==> config.mk <==
export PLATFORM = sky130hd
export DESIGN_NAME = midpoint_circle_rasterizer
export DESIGN_NICKNAME = d
export VERILOG_FILES = /design/src/sv/mcr_pkg.sv /design/src/sv/mcr_front.sv /design/src/sv/mcr_fifo.sv /design/src/sv/mcr_back.sv /design/src/sv/midpoint_circle_rasterizer.sv
export VERILOG_INCLUDE_DIRS = /design/src /design/src/sv
export SDC_FILE = /design/constraint.sdc
export NUM_CORES = 1
export LEC_CHECK = 0
export ABC_AREA = 1
export BUFFER_PORTS_ARGS = -buffer_cell sky130_fd_sc_hd__buf_2
export CAP_MARGIN = 20
export CORE_MARGIN = 1
export CORE_UTILIZATION = 45
export DETAILED_ROUTE_END_ITERATION = 12
export PLACE_DENSITY = 0.7
export REMOVE_ABC_BUFFERS = 1
export SLEW_MARGIN = 20
export SYNTH_ARGS = -nofsm -noshare
export SYNTH_HDL_FRONTEND = slang
export SYNTH_SLANG_ARGS = --single-unit
==> constraint.sdc <==
create_clock -name clk_i -period 4.6 [get_ports clk_i]
set_input_delay 0 -clock clk_i [delete_from_list [all_inputs] [get_ports clk_i]]
set_output_delay 0 -clock clk_i [all_outputs]
set_load 0.1 [all_outputs]
==> src/sv/midpoint_circle_rasterizer_defines.svh <==
// assertion macros for the midpoint circle rasterizer
// used by the top level only; expects clk_i and rst_ni in scope
`ifndef MIDPOINT_CIRCLE_RASTERIZER_DEFINES_SVH
`define MIDPOINT_CIRCLE_RASTERIZER_DEFINES_SVH
`ifndef ASSERT_OFF
`define MCR_ASSERT(lbl, prop, msg) \
  lbl: assert property (@(posedge clk_i) disable iff (!rst_ni) prop) else $error(msg);
`define MCR_ASSERT_NEVER(lbl, cond, msg) \
  lbl: assert property (@(posedge clk_i) disable iff (!rst_ni) !(cond)) else $error(msg);
`else
`define MCR_ASSERT(lbl, prop, msg)
`define MCR_ASSERT_NEVER(lbl, cond, msg)
`endif
`endif

==> src/sv/mcr_pkg.sv <==
// shared constants and types of the midpoint circle rasterizer
// no dependencies
package mcr_pkg;

  localparam int RADIUS_BITS  = 10;
  localparam int DEC_BITS     = RADIUS_BITS + 3;
  localparam int PIX_BITS     = 12;
  localparam int JOB_DEPTH    = 2;
  localparam int JOB_PTR_BITS = (JOB_DEPTH > 1) ? $clog2(JOB_DEPTH) : 1;

  localparam logic OP_START = 1'b0;
  localparam logic OP_STEP  = 1'b1;

  // one octant point handed from the front to the back
  typedef struct packed {
    logic [RADIUS_BITS-1:0] x;
    logic [RADIUS_BITS-1:0] y;
    logic [RADIUS_BITS-1:0] cx;
    logic [RADIUS_BITS-1:0] cy;
    logic                   done;
  } mcr_job_t;

  typedef struct packed {
    logic job_pop;
    logic at_first;
  } mcr_back_stat_t;

endpackage

==> src/sv/mcr_front.sv <==
// front end: accepts items, runs the decision update and queues step jobs
// depends on mcr_pkg
module mcr_front import mcr_pkg::*; (
  input  logic                   clk_i,
  input  logic                   rst_ni,
  input  logic                   accept_i,
  input  logic                   op_i,
  input  logic [RADIUS_BITS-1:0] radius_i,
  input  logic [RADIUS_BITS-1:0] center_x_i,
  input  logic [RADIUS_BITS-1:0] center_y_i,
  output logic                   job_push_o,
  output mcr_job_t               job_o
);

  logic [RADIUS_BITS-1:0] step_x_q, step_x_d;
  logic [RADIUS_BITS-1:0] step_y_q, step_y_d;
  logic [DEC_BITS-1:0]    decision_q, decision_d;
  logic [RADIUS_BITS-1:0] center_x_q, center_x_d;
  logic [RADIUS_BITS-1:0] center_y_q, center_y_d;
  logic                   active_q, active_d;

  logic [DEC_BITS-1:0]    x_w, y_w, r_w, inc_keep, inc_down;
  logic [RADIUS_BITS:0]   x_plus, y_ext;
  logic                   dec_neg, done;

  always_comb begin
    x_w      = DEC_BITS'(step_x_q);
    y_w      = DEC_BITS'(step_y_q);
    r_w      = DEC_BITS'(radius_i);
    dec_neg  = decision_q[DEC_BITS-1];
    inc_keep = (x_w << 2) + DEC_BITS'(6);
    inc_down = ((x_w - y_w) << 2) + DEC_BITS'(10);
    x_plus   = {1'b0, step_x_q} + (RADIUS_BITS+1)'(1);
    y_ext    = {1'b0, step_y_q};
    // y drops by one on the non-negative branch: x+1 > y-1 is x+1 >= y
    done     = dec_neg ? (x_plus > y_ext) : (x_plus >= y_ext);

    job_push_o = accept_i && (op_i == OP_STEP) && active_q;
    job_o.x    = step_x_q;
    job_o.y    = step_y_q;
    job_o.cx   = center_x_q;
    job_o.cy   = center_y_q;
    job_o.done = done;

    step_x_d   = step_x_q;
    step_y_d   = step_y_q;
    decision_d = decision_q;
    center_x_d = center_x_q;
    center_y_d = center_y_q;
    active_d   = active_q;
    if (accept_i && (op_i == OP_START)) begin
      step_x_d   = '0;
      step_y_d   = radius_i;
      decision_d = DEC_BITS'(3) - (r_w << 1);
      center_x_d = center_x_i;
      center_y_d = center_y_i;
      active_d   = 1'b1;
    end else if (job_push_o) begin
      step_x_d   = x_plus[RADIUS_BITS-1:0];
      step_y_d   = dec_neg ? step_y_q : step_y_q - RADIUS_BITS'(1);
      decision_d = decision_q + (dec_neg ? inc_keep : inc_down);
      active_d   = !done;
    end
  end

  always_ff @(posedge clk_i or negedge rst_ni) begin
    if (!rst_ni) begin
      step_x_q   <= '0;
      step_y_q   <= '0;
      decision_q <= '0;
      center_x_q <= '0;
      center_y_q <= '0;
      active_q   <= 1'b0;
    end else begin
      step_x_q   <= step_x_d;
      step_y_q   <= step_y_d;
      decision_q <= decision_d;
      center_x_q <= center_x_d;
      center_y_q <= center_y_d;
      active_q   <= active_d;
    end
  end

endmodule

==> src/sv/mcr_fifo.sv <==
// short job queue between front and back
// depends on mcr_pkg
module mcr_fifo import mcr_pkg::*; (
  input  logic     clk_i,
  input  logic     rst_ni,
  input  logic     push_i,
  input  mcr_job_t data_i,
  input  logic     pop_i,
  output mcr_job_t data_o,
  output logic     full_o,
  output logic     empty_o
);

  mcr_job_t                mem_q [JOB_DEPTH];
  logic [JOB_PTR_BITS-1:0] wr_ptr_q, wr_ptr_d, rd_ptr_q, rd_ptr_d;
  logic [JOB_PTR_BITS:0]   count_q, count_d;
  logic                    do_push, do_pop;

  always_comb begin
    full_o   = (count_q == (JOB_PTR_BITS+1)'(JOB_DEPTH));
    empty_o  = (count_q == '0);
    do_push  = push_i && !full_o;
    do_pop   = pop_i && !empty_o;
    data_o   = mem_q[rd_ptr_q];
    wr_ptr_d = wr_ptr_q;
    rd_ptr_d = rd_ptr_q;
    count_d  = count_q;
    if (do_push) begin
      wr_ptr_d = (wr_ptr_q == JOB_PTR_BITS'(JOB_DEPTH-1)) ? '0 : wr_ptr_q + JOB_PTR_BITS'(1);
    end
    if (do_pop) begin
      rd_ptr_d = (rd_ptr_q == JOB_PTR_BITS'(JOB_DEPTH-1)) ? '0 : rd_ptr_q + JOB_PTR_BITS'(1);
    end
    if (do_push && !do_pop) begin
      count_d = count_q + (JOB_PTR_BITS+1)'(1);
    end else if (do_pop && !do_push) begin
      count_d = count_q - (JOB_PTR_BITS+1)'(1);
    end
  end

  always_ff @(posedge clk_i) begin
    if (do_push) begin
      mem_q[wr_ptr_q] <= data_i;
    end
  end

  always_ff @(posedge clk_i or negedge rst_ni) begin
    if (!rst_ni) begin
      wr_ptr_q <= '0;
      rd_ptr_q <= '0;
      count_q  <= '0;
    end else begin
      wr_ptr_q <= wr_ptr_d;
      rd_ptr_q <= rd_ptr_d;
      count_q  <= count_d;
    end
  end

endmodule

==> src/sv/mcr_back.sv <==
// back end: walks the eight symmetric pixels of a job into the output register
// depends on mcr_pkg
module mcr_back import mcr_pkg::*; (
  input  logic                       clk_i,
  input  logic                       rst_ni,
  input  logic                       job_valid_i,
  input  mcr_job_t                   job_i,
  input  logic                       pop_i,
  output logic                       empty_o,
  output logic signed [PIX_BITS-1:0] pixel_x_o,
  output logic signed [PIX_BITS-1:0] pixel_y_o,
  output logic                       last_of_step_o,
  output logic                       circle_done_o,
  output mcr_back_stat_t             stat_o
);

  typedef enum logic [2:0] {
    PH_PX_PY, PH_MX_PY, PH_MX_MY, PH_PX_MY,
    PH_PY_PX, PH_PY_MX, PH_MY_MX, PH_MY_PX
  } phase_e;

  phase_e                       phase_q, phase_d;
  logic                         out_valid_q, out_valid_d;
  logic signed [PIX_BITS-1:0]   pix_x_q, pix_x_d, pix_y_q, pix_y_d;
  logic                         last_q, last_d, done_q, done_d;
  logic [PIX_BITS-1:0]          cx, cy, ox, oy;
  logic                         load;

  always_comb begin
    cx   = PIX_BITS'(job_i.cx);
    cy   = PIX_BITS'(job_i.cy);
    ox   = PIX_BITS'(job_i.x);
    oy   = PIX_BITS'(job_i.y);
    load = job_valid_i && (!out_valid_q || pop_i);

    case (phase_q)
      PH_PX_PY: begin pix_x_d = cx + ox; pix_y_d = cy + oy; end
      PH_MX_PY: begin pix_x_d = cx - ox; pix_y_d = cy + oy; end
      PH_MX_MY: begin pix_x_d = cx - ox; pix_y_d = cy - oy; end
      PH_PX_MY: begin pix_x_d = cx + ox; pix_y_d = cy - oy; end
      PH_PY_PX: begin pix_x_d = cx + oy; pix_y_d = cy + ox; end
      PH_PY_MX: begin pix_x_d = cx + oy; pix_y_d = cy - ox; end
      PH_MY_MX: begin pix_x_d = cx - oy; pix_y_d = cy - ox; end
      PH_MY_PX: begin pix_x_d = cx - oy; pix_y_d = cy + ox; end
      default:  begin pix_x_d = cx;      pix_y_d = cy;      end
    endcase
    last_d = (phase_q == PH_MY_PX);
    done_d = job_i.done;

    phase_d     = load ? phase_e'(phase_q + 3'd1) : phase_q;
    out_valid_d = load ? 1'b1 : (pop_i ? 1'b0 : out_valid_q);

    stat_o.job_pop  = load && last_d;
    stat_o.at_first = (phase_q == PH_PX_PY);
  end

  always_ff @(posedge clk_i or negedge rst_ni) begin
    if (!rst_ni) begin
      phase_q     <= PH_PX_PY;
      out_valid_q <= 1'b0;
    end else begin
      phase_q     <= phase_d;
      out_valid_q <= out_valid_d;
    end
  end

  always_ff @(posedge clk_i) begin
    if (load) begin
      pix_x_q <= pix_x_d;
      pix_y_q <= pix_y_d;
      last_q  <= last_d;
      done_q  <= done_d;
    end
  end

  assign empty_o        = !out_valid_q;
  assign pixel_x_o      = pix_x_q;
  assign pixel_y_o      = pix_y_q;
  assign last_of_step_o = last_q;
  assign circle_done_o  = done_q;

endmodule

==> src/sv/midpoint_circle_rasterizer.sv <==
// midpoint circle rasterizer, top level; needs mcr_pkg, mcr_front, mcr_fifo, mcr_back
// a step item's point goes into the job queue on acceptance and from there into the
//   output register; throughput: one pixel a cycle from the back end while pop is held
//   and a job waits, eight pixels per step; starts give no pixels; full is the two-entry job queue
// reset (rst_ni, async, active low) clears the walk state to idle and empties
//   the job queue and the output register
`include "midpoint_circle_rasterizer_defines.svh"

module midpoint_circle_rasterizer import mcr_pkg::*; (
  input  logic                       clk_i,
  input  logic                       rst_ni,
  // item side
  input  logic                       push,
  output logic                       full,
  input  logic                       op_i,
  input  logic [RADIUS_BITS-1:0]     radius_i,
  input  logic [RADIUS_BITS-1:0]     center_x_i,
  input  logic [RADIUS_BITS-1:0]     center_y_i,
  // pixel side
  output logic                       empty,
  input  logic                       pop,
  output logic signed [PIX_BITS-1:0] pixel_x_o,
  output logic signed [PIX_BITS-1:0] pixel_y_o,
  output logic                       last_of_step_o,
  output logic                       circle_done_o
);

  logic           accept;
  logic           job_push;
  mcr_job_t       job_in, job_head;
  logic           fifo_full, fifo_empty;
  mcr_back_stat_t back_stat;

  // items are taken whenever the job queue has room; a start also waits for
  // room, which keeps the front simple and costs nothing at the step rate
  assign full   = fifo_full;
  assign accept = push && !fifo_full;

  // front: holds centre, octant point and decision value; a step while a
  // circle is active queues the current point and advances the walk
  mcr_front u_front (
    .clk_i      (clk_i),
    .rst_ni     (rst_ni),
    .accept_i   (accept),
    .op_i       (op_i),
    .radius_i   (radius_i),
    .center_x_i (center_x_i),
    .center_y_i (center_y_i),
    .job_push_o (job_push),
    .job_o      (job_in)
  );

  // jobs carry their own centre, so a restart never disturbs queued work
  mcr_fifo u_fifo (
    .clk_i   (clk_i),
    .rst_ni  (rst_ni),
    .push_i  (job_push),
    .data_i  (job_in),
    .pop_i   (back_stat.job_pop),
    .data_o  (job_head),
    .full_o  (fifo_full),
    .empty_o (fifo_empty)
  );

  // back: works on the head job in place and releases it with its eighth pixel
  mcr_back u_back (
    .clk_i          (clk_i),
    .rst_ni         (rst_ni),
    .job_valid_i    (!fifo_empty),
    .job_i          (job_head),
    .pop_i          (pop),
    .empty_o        (empty),
    .pixel_x_o      (pixel_x_o),
    .pixel_y_o      (pixel_y_o),
    .last_of_step_o (last_of_step_o),
    .circle_done_o  (circle_done_o),
    .stat_o         (back_stat)
  );

  // a job leaves the queue only together with its closing pixel
  `MCR_ASSERT(a_pop_with_last, back_stat.job_pop |=> (!empty && last_of_step_o), "bad release")
  // the front never pushes into a full queue
  `MCR_ASSERT_NEVER(a_no_overflow, job_push && fifo_full, "job queue overflow")
  // with no job waiting the back end sits at the first octant
  `MCR_ASSERT(a_idle_phase, fifo_empty |-> back_stat.at_first, "back end mid job")

endmodule
Yosys cells after proc, flatten, opt, wreduce, memory -nomap -nowiden. Memories as Yosys holds them, arrays and structs flattened. Cells that the tools add are included.

Memories: 1. Output and inout port bits: 28. Register bits: 88. Memory bits (writable): 82. Logic and storage cells: 100. Input bits: 35.

Muxes and demuxes: 21. $add $sub $neg: 20. Reductions and logical operators: 31. Bitwise gates (word level): 1. Order comparisons: 2. Equal/unequal tests: 9.

Memories: u_fifo.mem_q (depth 2, width 41, read ports 1, clocked after memory_dff 0, write ports 1, line mcr_fifo.sv:14) `mcr_job_t mem_q [JOB_DEPTH];`.

Operator list (count): 12-bit one-hot mux with 4 select lines (2); 10-bit by 10-bit subtractor with 11-bit output (5); 10-bit 2-to-1 mux (5); 10-bit by 10-bit adder with 11-bit output (4); 13-bit 2-to-1 mux (3); 2-bit OR reduction (8); 12-bit by 3-bit adder with 13-bit output, second input constant (1); 13-bit adder (1); 13-bit by 4-bit adder with 13-bit output, second input constant (1); 3-bit equality test, second input constant (4); 2-bit by 11-bit subtractor with 12-bit output, first input constant (1); 10-bit by 1-bit adder with 11-bit output, second input constant (1); 11-bit by 10-bit greater-or-equal comparator with 1-bit output (1); 11-bit by 10-bit > comparator with 1-bit output (1); 1-bit logical AND (10); 10-bit by 1-bit subtractor with 10-bit output, second input constant (1); 1-bit 2-to-1 mux (9); 3-bit by 2-bit equality test with 1-bit output, second input constant (2); 1-bit logical NOT (6); 2-bit nonzero test (3); 2-bit 2-to-1 mux (2); 3-bit by 1-bit adder with 3-bit output, second input constant (1); 3-bit by 1-bit equality test with 1-bit output, second input constant (1); 3-bit logical NOT (1); 9 further kinds (10).

Longest topological paths before layout.
Depth after elaboration: 10. Depth in mapped cells: 27. Mapped depth without buffers: 27.

Modules after synthesis. From an unflattened synthesis, not the netlist that was laid out.

Cells, all modules: 1544. Area total of the unflattened synthesis: 12025.3 µm².

Modules (own cells, without submodules): mcr_back (sequential area each 880.8 µm², instances 1, cells each 724, area an instance 4680.7 µm²); mcr_front (sequential area each 1326.3 µm², instances 1, cells each 571, area an instance 4102.7 µm²); mcr_fifo (sequential area each 2562.5 µm², instances 1, cells each 246, area an instance 3228.1 µm²); midpoint_circle_rasterizer (sequential area each 0.0 µm², instances 1, cells each 3, area an instance 13.8 µm²).

Least setup slack after synthesis. Ideal clock, no wire load.

Path kind: register to register. Start point: register u_back.out_valid_q. End point: register u_fifo.count_q[1]. Setup time: 0.131 ns. Clock period less this slack: 3.675 ns. Buffers on the path: 0. Stages on the path, launching flop included: 9. Arrival time: 3.544 ns. Slack: 0.925 ns. Required time: 4.469 ns. Path through: dfrtp_1 > inv_1 > nor2_1 > a21oi_1 > nand2_1 > ha_1 > a21oi_1 > o21ai_0 > xor2_1.

Cells in the longest elaborated chain, start to end: 8. Elaborated cells on any way between the ends: 10. Those cells by class: mux (1); reduce/logical (9).

Ends and longest elaborated chain: from (decl) (line mcr_back.sv:23) `logic out_valid_q, out_valid_d;`; from (signal assigned) (line mcr_back.sv:63) `out_valid_q <= out_valid_d;`; 1-bit logical NOT *; via empty (line midpoint_circle_rasterizer.sv:20) `output logic empty,`; 1-bit logical OR * (line mcr_back.sv:34) `load = job_valid_i && (!out_valid_q || pop_i);`; 1-bit logical AND * (line mcr_back.sv:34); via u_back.load (line mcr_back.sv:27) `logic load;`; 1-bit logical AND * (line mcr_back.sv:53) `stat_o.job_pop = load && last_d;`; 1-bit logical AND * (line mcr_fifo.sv:23) `do_pop = pop_i && !empty_o;`; 1-bit logical NOT (line mcr_fifo.sv:34) `if (do_push && !do_pop) begin`; 1-bit logical AND (line mcr_fifo.sv:34); 2-bit 2-to-1 mux / 2-bit nonzero test (equally long branches); to (signal assigned) (line mcr_fifo.sv:55) `count_q <= count_d;`; to (decl) (line mcr_fifo.sv:16) `logic [JOB_PTR_BITS:0] count_q, count_d;`.

The timed path passes the listed nets; every way through them passes the cells marked *. A chain may end at the register's enable or synchronous reset.

Worst setup path after layout.
Start point: register u_front.step_x_q[0]. End point: register u_front.decision_q[11].

Cells in the longest elaborated chain, start to end: 6. Elaborated cells on any way between the ends: 7. Those cells by class: add/sub (4); mux (3).

Ends and longest elaborated chain: from (decl) (line mcr_front.sv:15) `logic [RADIUS_BITS-1:0] step_x_q, step_x_d;`; from (signal assigned) (line mcr_front.sv:75) `step_x_q <= step_x_d;`; 10-bit by 10-bit subtractor with 11-bit output (line mcr_front.sv:32) `inc_down = ((x_w - y_w) << 2) + DEC_BITS'(10);`; 13-bit by 4-bit adder with 13-bit output (line mcr_front.sv:32); 13-bit 2-to-1 mux * (line mcr_front.sv:61) `decision_d = decision_q + (dec_neg ? inc_keep : inc_down);`; 13-bit adder * (line mcr_front.sv:61); 13-bit 2-to-1 mux * (line mcr_front.sv:58) `end else if (job_push_o) begin`; 13-bit 2-to-1 mux * (line mcr_front.sv:51) `if (accept_i && (op_i == OP_START)) begin`; to (signal assigned) (line mcr_front.sv:77) `decision_q <= decision_d;`; to (decl) (line mcr_front.sv:17) `logic [DEC_BITS-1:0] decision_q, decision_d;`.

Mark *: on every way between the ends. The rest lies on a longest branch, timed or not. The select of a mux whose other input is x is not followed.

==> out/qor.csv <==
stage,metric,value,unit
sta,final.setup.tns,0,ns
route,drc_errors,0,
sta,skew,0.0181,ns
critical_path,worstPathRequired,4.95,ns
clock_tree,clkLatencyLatePin,0.44,ns
yosys,synth_ff_type,edfxtp_1,
critical_path,crit_fanout,7,
critical_path,worstSetupStartpointType,flop,
route,viasPerCell,5.27,
final_layout,instances_no_fill,1806,
route,dr.pass1.iters,5,
floorplan,num_rows,57,
route,totalWireLength,28700,µm
grt,grt_usage,22.9,%
final_layout,n_antenna_cell,0,
yosys,syn_avg_cell_area,8.34,µm²
yosys,synth_cell_types,51,
floorplan,core,24500,µm²
clock_tree,cts_tree,yes,
placed_design,dp_hpwl,21500,µm
critical_path,ff2ff_setup_slack,0.86,ns
sta,rsz0062_at_grt,no,
critical_path,r2r-end,u_front.decision_q[11]$_DFFE_PN0P_,
clock_tree,ctsResizeCount,0,
clock_tree,ctsHtreeMaxLevel,4,
floorplan,io_pins,63,
yosys,syn_inst,1358,
sta,worst_pin_slew,1.02,ns
critical_path,cp.arrival,4.09,ns
clock_tree,clock_path_buffers,2,
clock_tree,holdBufCountCts,39,
final_layout,final_common_cell,nand2_1,
floorplan,initial_core_util,46.3,%
sta,maxSlewViolCount,0,
route,ant_nets,0,
critical_path,r2r_cells,21,
worst_hold_path,hp-class,in -> reg,
grt,grt_pass1_wl,46000,µm
final_layout,mostFrequentLayoutCells,"357 x nand2_1, 170 x inv_1, 108 x edfxtp_1",
grt,antenna_found_initial,0,
final_layout,fillers,2219,
critical_path,crit_start,u_front.step_x_q[0]$_DFFE_PN0P_,
placed_design,place.gp.congestion,1.03,
final_layout,drive_gt1_share,11.6,%
run,cap_violations,0,
placed_design,port_buffers,62,
clock_tree,clkSinkCount,169,
grt,overflow,0,
critical_path,cp-endpoint,u_front.decision_q[11]$_DFFE_PN0P_,
yosys,synthArstFlopShare,36.1,%
final_layout,nNetsFinal,1614,
sta,fmax,267,MHz
sta,hold_violations,0,
critical_path,worstSetupEndpointType,flop,
critical_path,crit_type,reg -> reg,
sta,period_needed,3.74,ns
worst_hold_path,hp-start,push,
placed_design,dp_cells,1735,
clock_tree,clk_pin_slew,0.07,ns
yosys,ys_ff_latch,169,
grt,grt_pass1_vias,9123,
sta,setup_viol,0,
critical_path,timing.rr.start,u_front.step_x_q[0]$_DFFE_PN0P_,
floorplan,die_y,161,µm
status,outcome,"finished, final reports clean",
clock_tree,post-cts-setup-buffers,0,
floorplan,fp.dieW,161,µm
grt,grt_max_degree,62,
sta,period_share,81.3,%
route,vias,9522,
yosys,synth-edff-count,108,
yosys,yosysWarnings,0,
yosys,synth_area,11300,µm²
yosys,yosysSeqAreaShare,42.1,%
sta,maxSlewHeadroom,31.6,%
floorplan,dieArea,25800,µm²
route,routedWlPerCell,15.9,µm
final_layout,area_growth,15.6,%
clock_tree,numCtsBuffers,17,
clock_tree,cts-root-buf,clkbuf_16,
route,drt-initial-drc-count,563,
final_layout,final_util,53.5,%
## stage by stage
step                setup WS, ns  hold WS (ns)  cell area (µm²)
floorplan                  0.469        -0.296            11200
global route               0.451        0.0995            13100
CTS                        0.861        0.0409            13100
global placement           0.917         0.199            12100
detailed placement         0.866         0.205            12100
finish                     0.860        0.0594            13100
## synthesized netlist by cell type (2+ instances only)
master,count,area share (%)
a21o_1,2,0.13
a21oi_1,87,3.8
a21oi_2,4,0.31
a31oi_1,15,0.83
buf_1,4,0.13
buf_2,4,0.18
clkbuf_1,14,0.46
dfrtp_1,61,13
edfxtp_1,108,29
fa_1,8,1.4
ha_1,102,11
inv_1,170,5.6
inv_2,3,0.099
mux2i_1,9,0.80
nand2_1,357,12
nand2_2,8,0.44
nand3_1,55,2.4
nand3_2,9,0.80
nand4_1,9,0.50
nor2_1,83,2.8
nor2_2,6,0.33
nor2_4,4,0.40
nor3_1,25,1.1
o2111ai_1,5,0.39
o211ai_1,12,0.80
o21ai_0,97,4.3
o21ai_1,3,0.13
o21bai_1,10,0.66
o221ai_1,11,0.85
o22ai_1,12,0.66
or2_2,21,1.2
xnor2_1,6,0.46
xor2_1,16,1.2
## flip-flops by register name, summed over array words and instances, names as in the netlist
| signal | count |
|---|---|
| u_front.center_x_q | 10 |
| u_back.pixel_x_o | 12 |
| u_fifo.mem_q | 82 |
| u_back.out_valid_q | 1 |
| u_front.step_y_q | 10 |
| u_back.circle_done_o | 1 |
| u_back.pixel_y_o | 12 |
| u_front.center_y_q | 10 |
| u_fifo.rd_ptr_q | 1 |
| u_front.step_x_q | 10 |
| u_back.phase_q | 3 |
| u_fifo.count_q | 2 |
| u_front.decision_q | 12 |
| u_fifo.wr_ptr_q | 1 |
| u_back.last_of_step_o | 1 |
| u_front.active_q | 1 |
## cell families (layout without fill, tap and decap cells)
| group | after synthesis | after routing | share of synthesized area (%) |
|---|---|---|---|
| simple gates | 584 | 584 | 22.4 |
| compound gates | 265 | 265 | 13.5 |
| buf+inv | 199 | 323 | 6.83 |
| fa+ha+maj | 110 | 110 | 12.7 |
| xor+xnor | 22 | 22 | 1.70 |
| flops | 169 | 169 | 42.1 |
| mux | 9 | 9 | 0.796 |
## layout make-up
type | count | area, µm² | share of cell area (%)
Clock buffer | 17 | 425 | 3.25
Timing Repair Buffer | 117 | 821 | 6.27
Clock inverter | 15 | 201 | 1.54
Inverter | 174 | 653 | 4.99
Sequential cell | 169 | 4770 | 36.5
Multi-Input combinational cell | 990 | 5810 | 44.4
Tap cell | 324 | 405 | 3.10
## how the worst min path moves through the flow
stage          cells past startpoint  slack (ns)                                 to
5_1_grt                            4         0.1       u_front.active_q$_DFFE_PN0P_
6_report                           6        0.06       u_front.active_q$_DFFE_PN0P_
4_1_cts                            6        0.04       u_front.active_q$_DFFE_PN0P_
2_1_floorplan                      0       -0.30     u_back.out_valid_q$_DFFE_PN0P_
3_3_place_gp                       2        0.20     u_back.out_valid_q$_DFFE_PN0P_
3_5_place_dp                       3        0.20  u_front.center_x_q[8]$_DFFE_PN0P_
## critical path, cell delays in order, from the launching register on
cell	delay (ns)
dfrtp_1	0.48
inv_1	0.14
ha_1	0.23
fa_1	0.39
inv_1	0.14
nand2_1	0.07
nand2_1	0.08
inv_1	0.04
ha_1	0.27
nand2_1	0.06
o21ai_0	0.09
ha_1	0.37
a21oi_1	0.21
a21oi_1	0.10
nor2_1	0.18
o21ai_0	0.16
nand2_1	0.10
nand2_1	0.06
a21oi_1	0.15
xor2_1	0.16
nand2_1	0.06
a21oi_1	0.13
## metal layers
metal	routed length, µm	track usage [%]
met2	14000	39.5
met5	0	0
met3	1340	3.15
met1	12800	29.6
met4	643	7.01
Power is left out: the tool's default activity adds up to more than one toggle a clock period on the data nets, which glitch-free logic cannot reach.
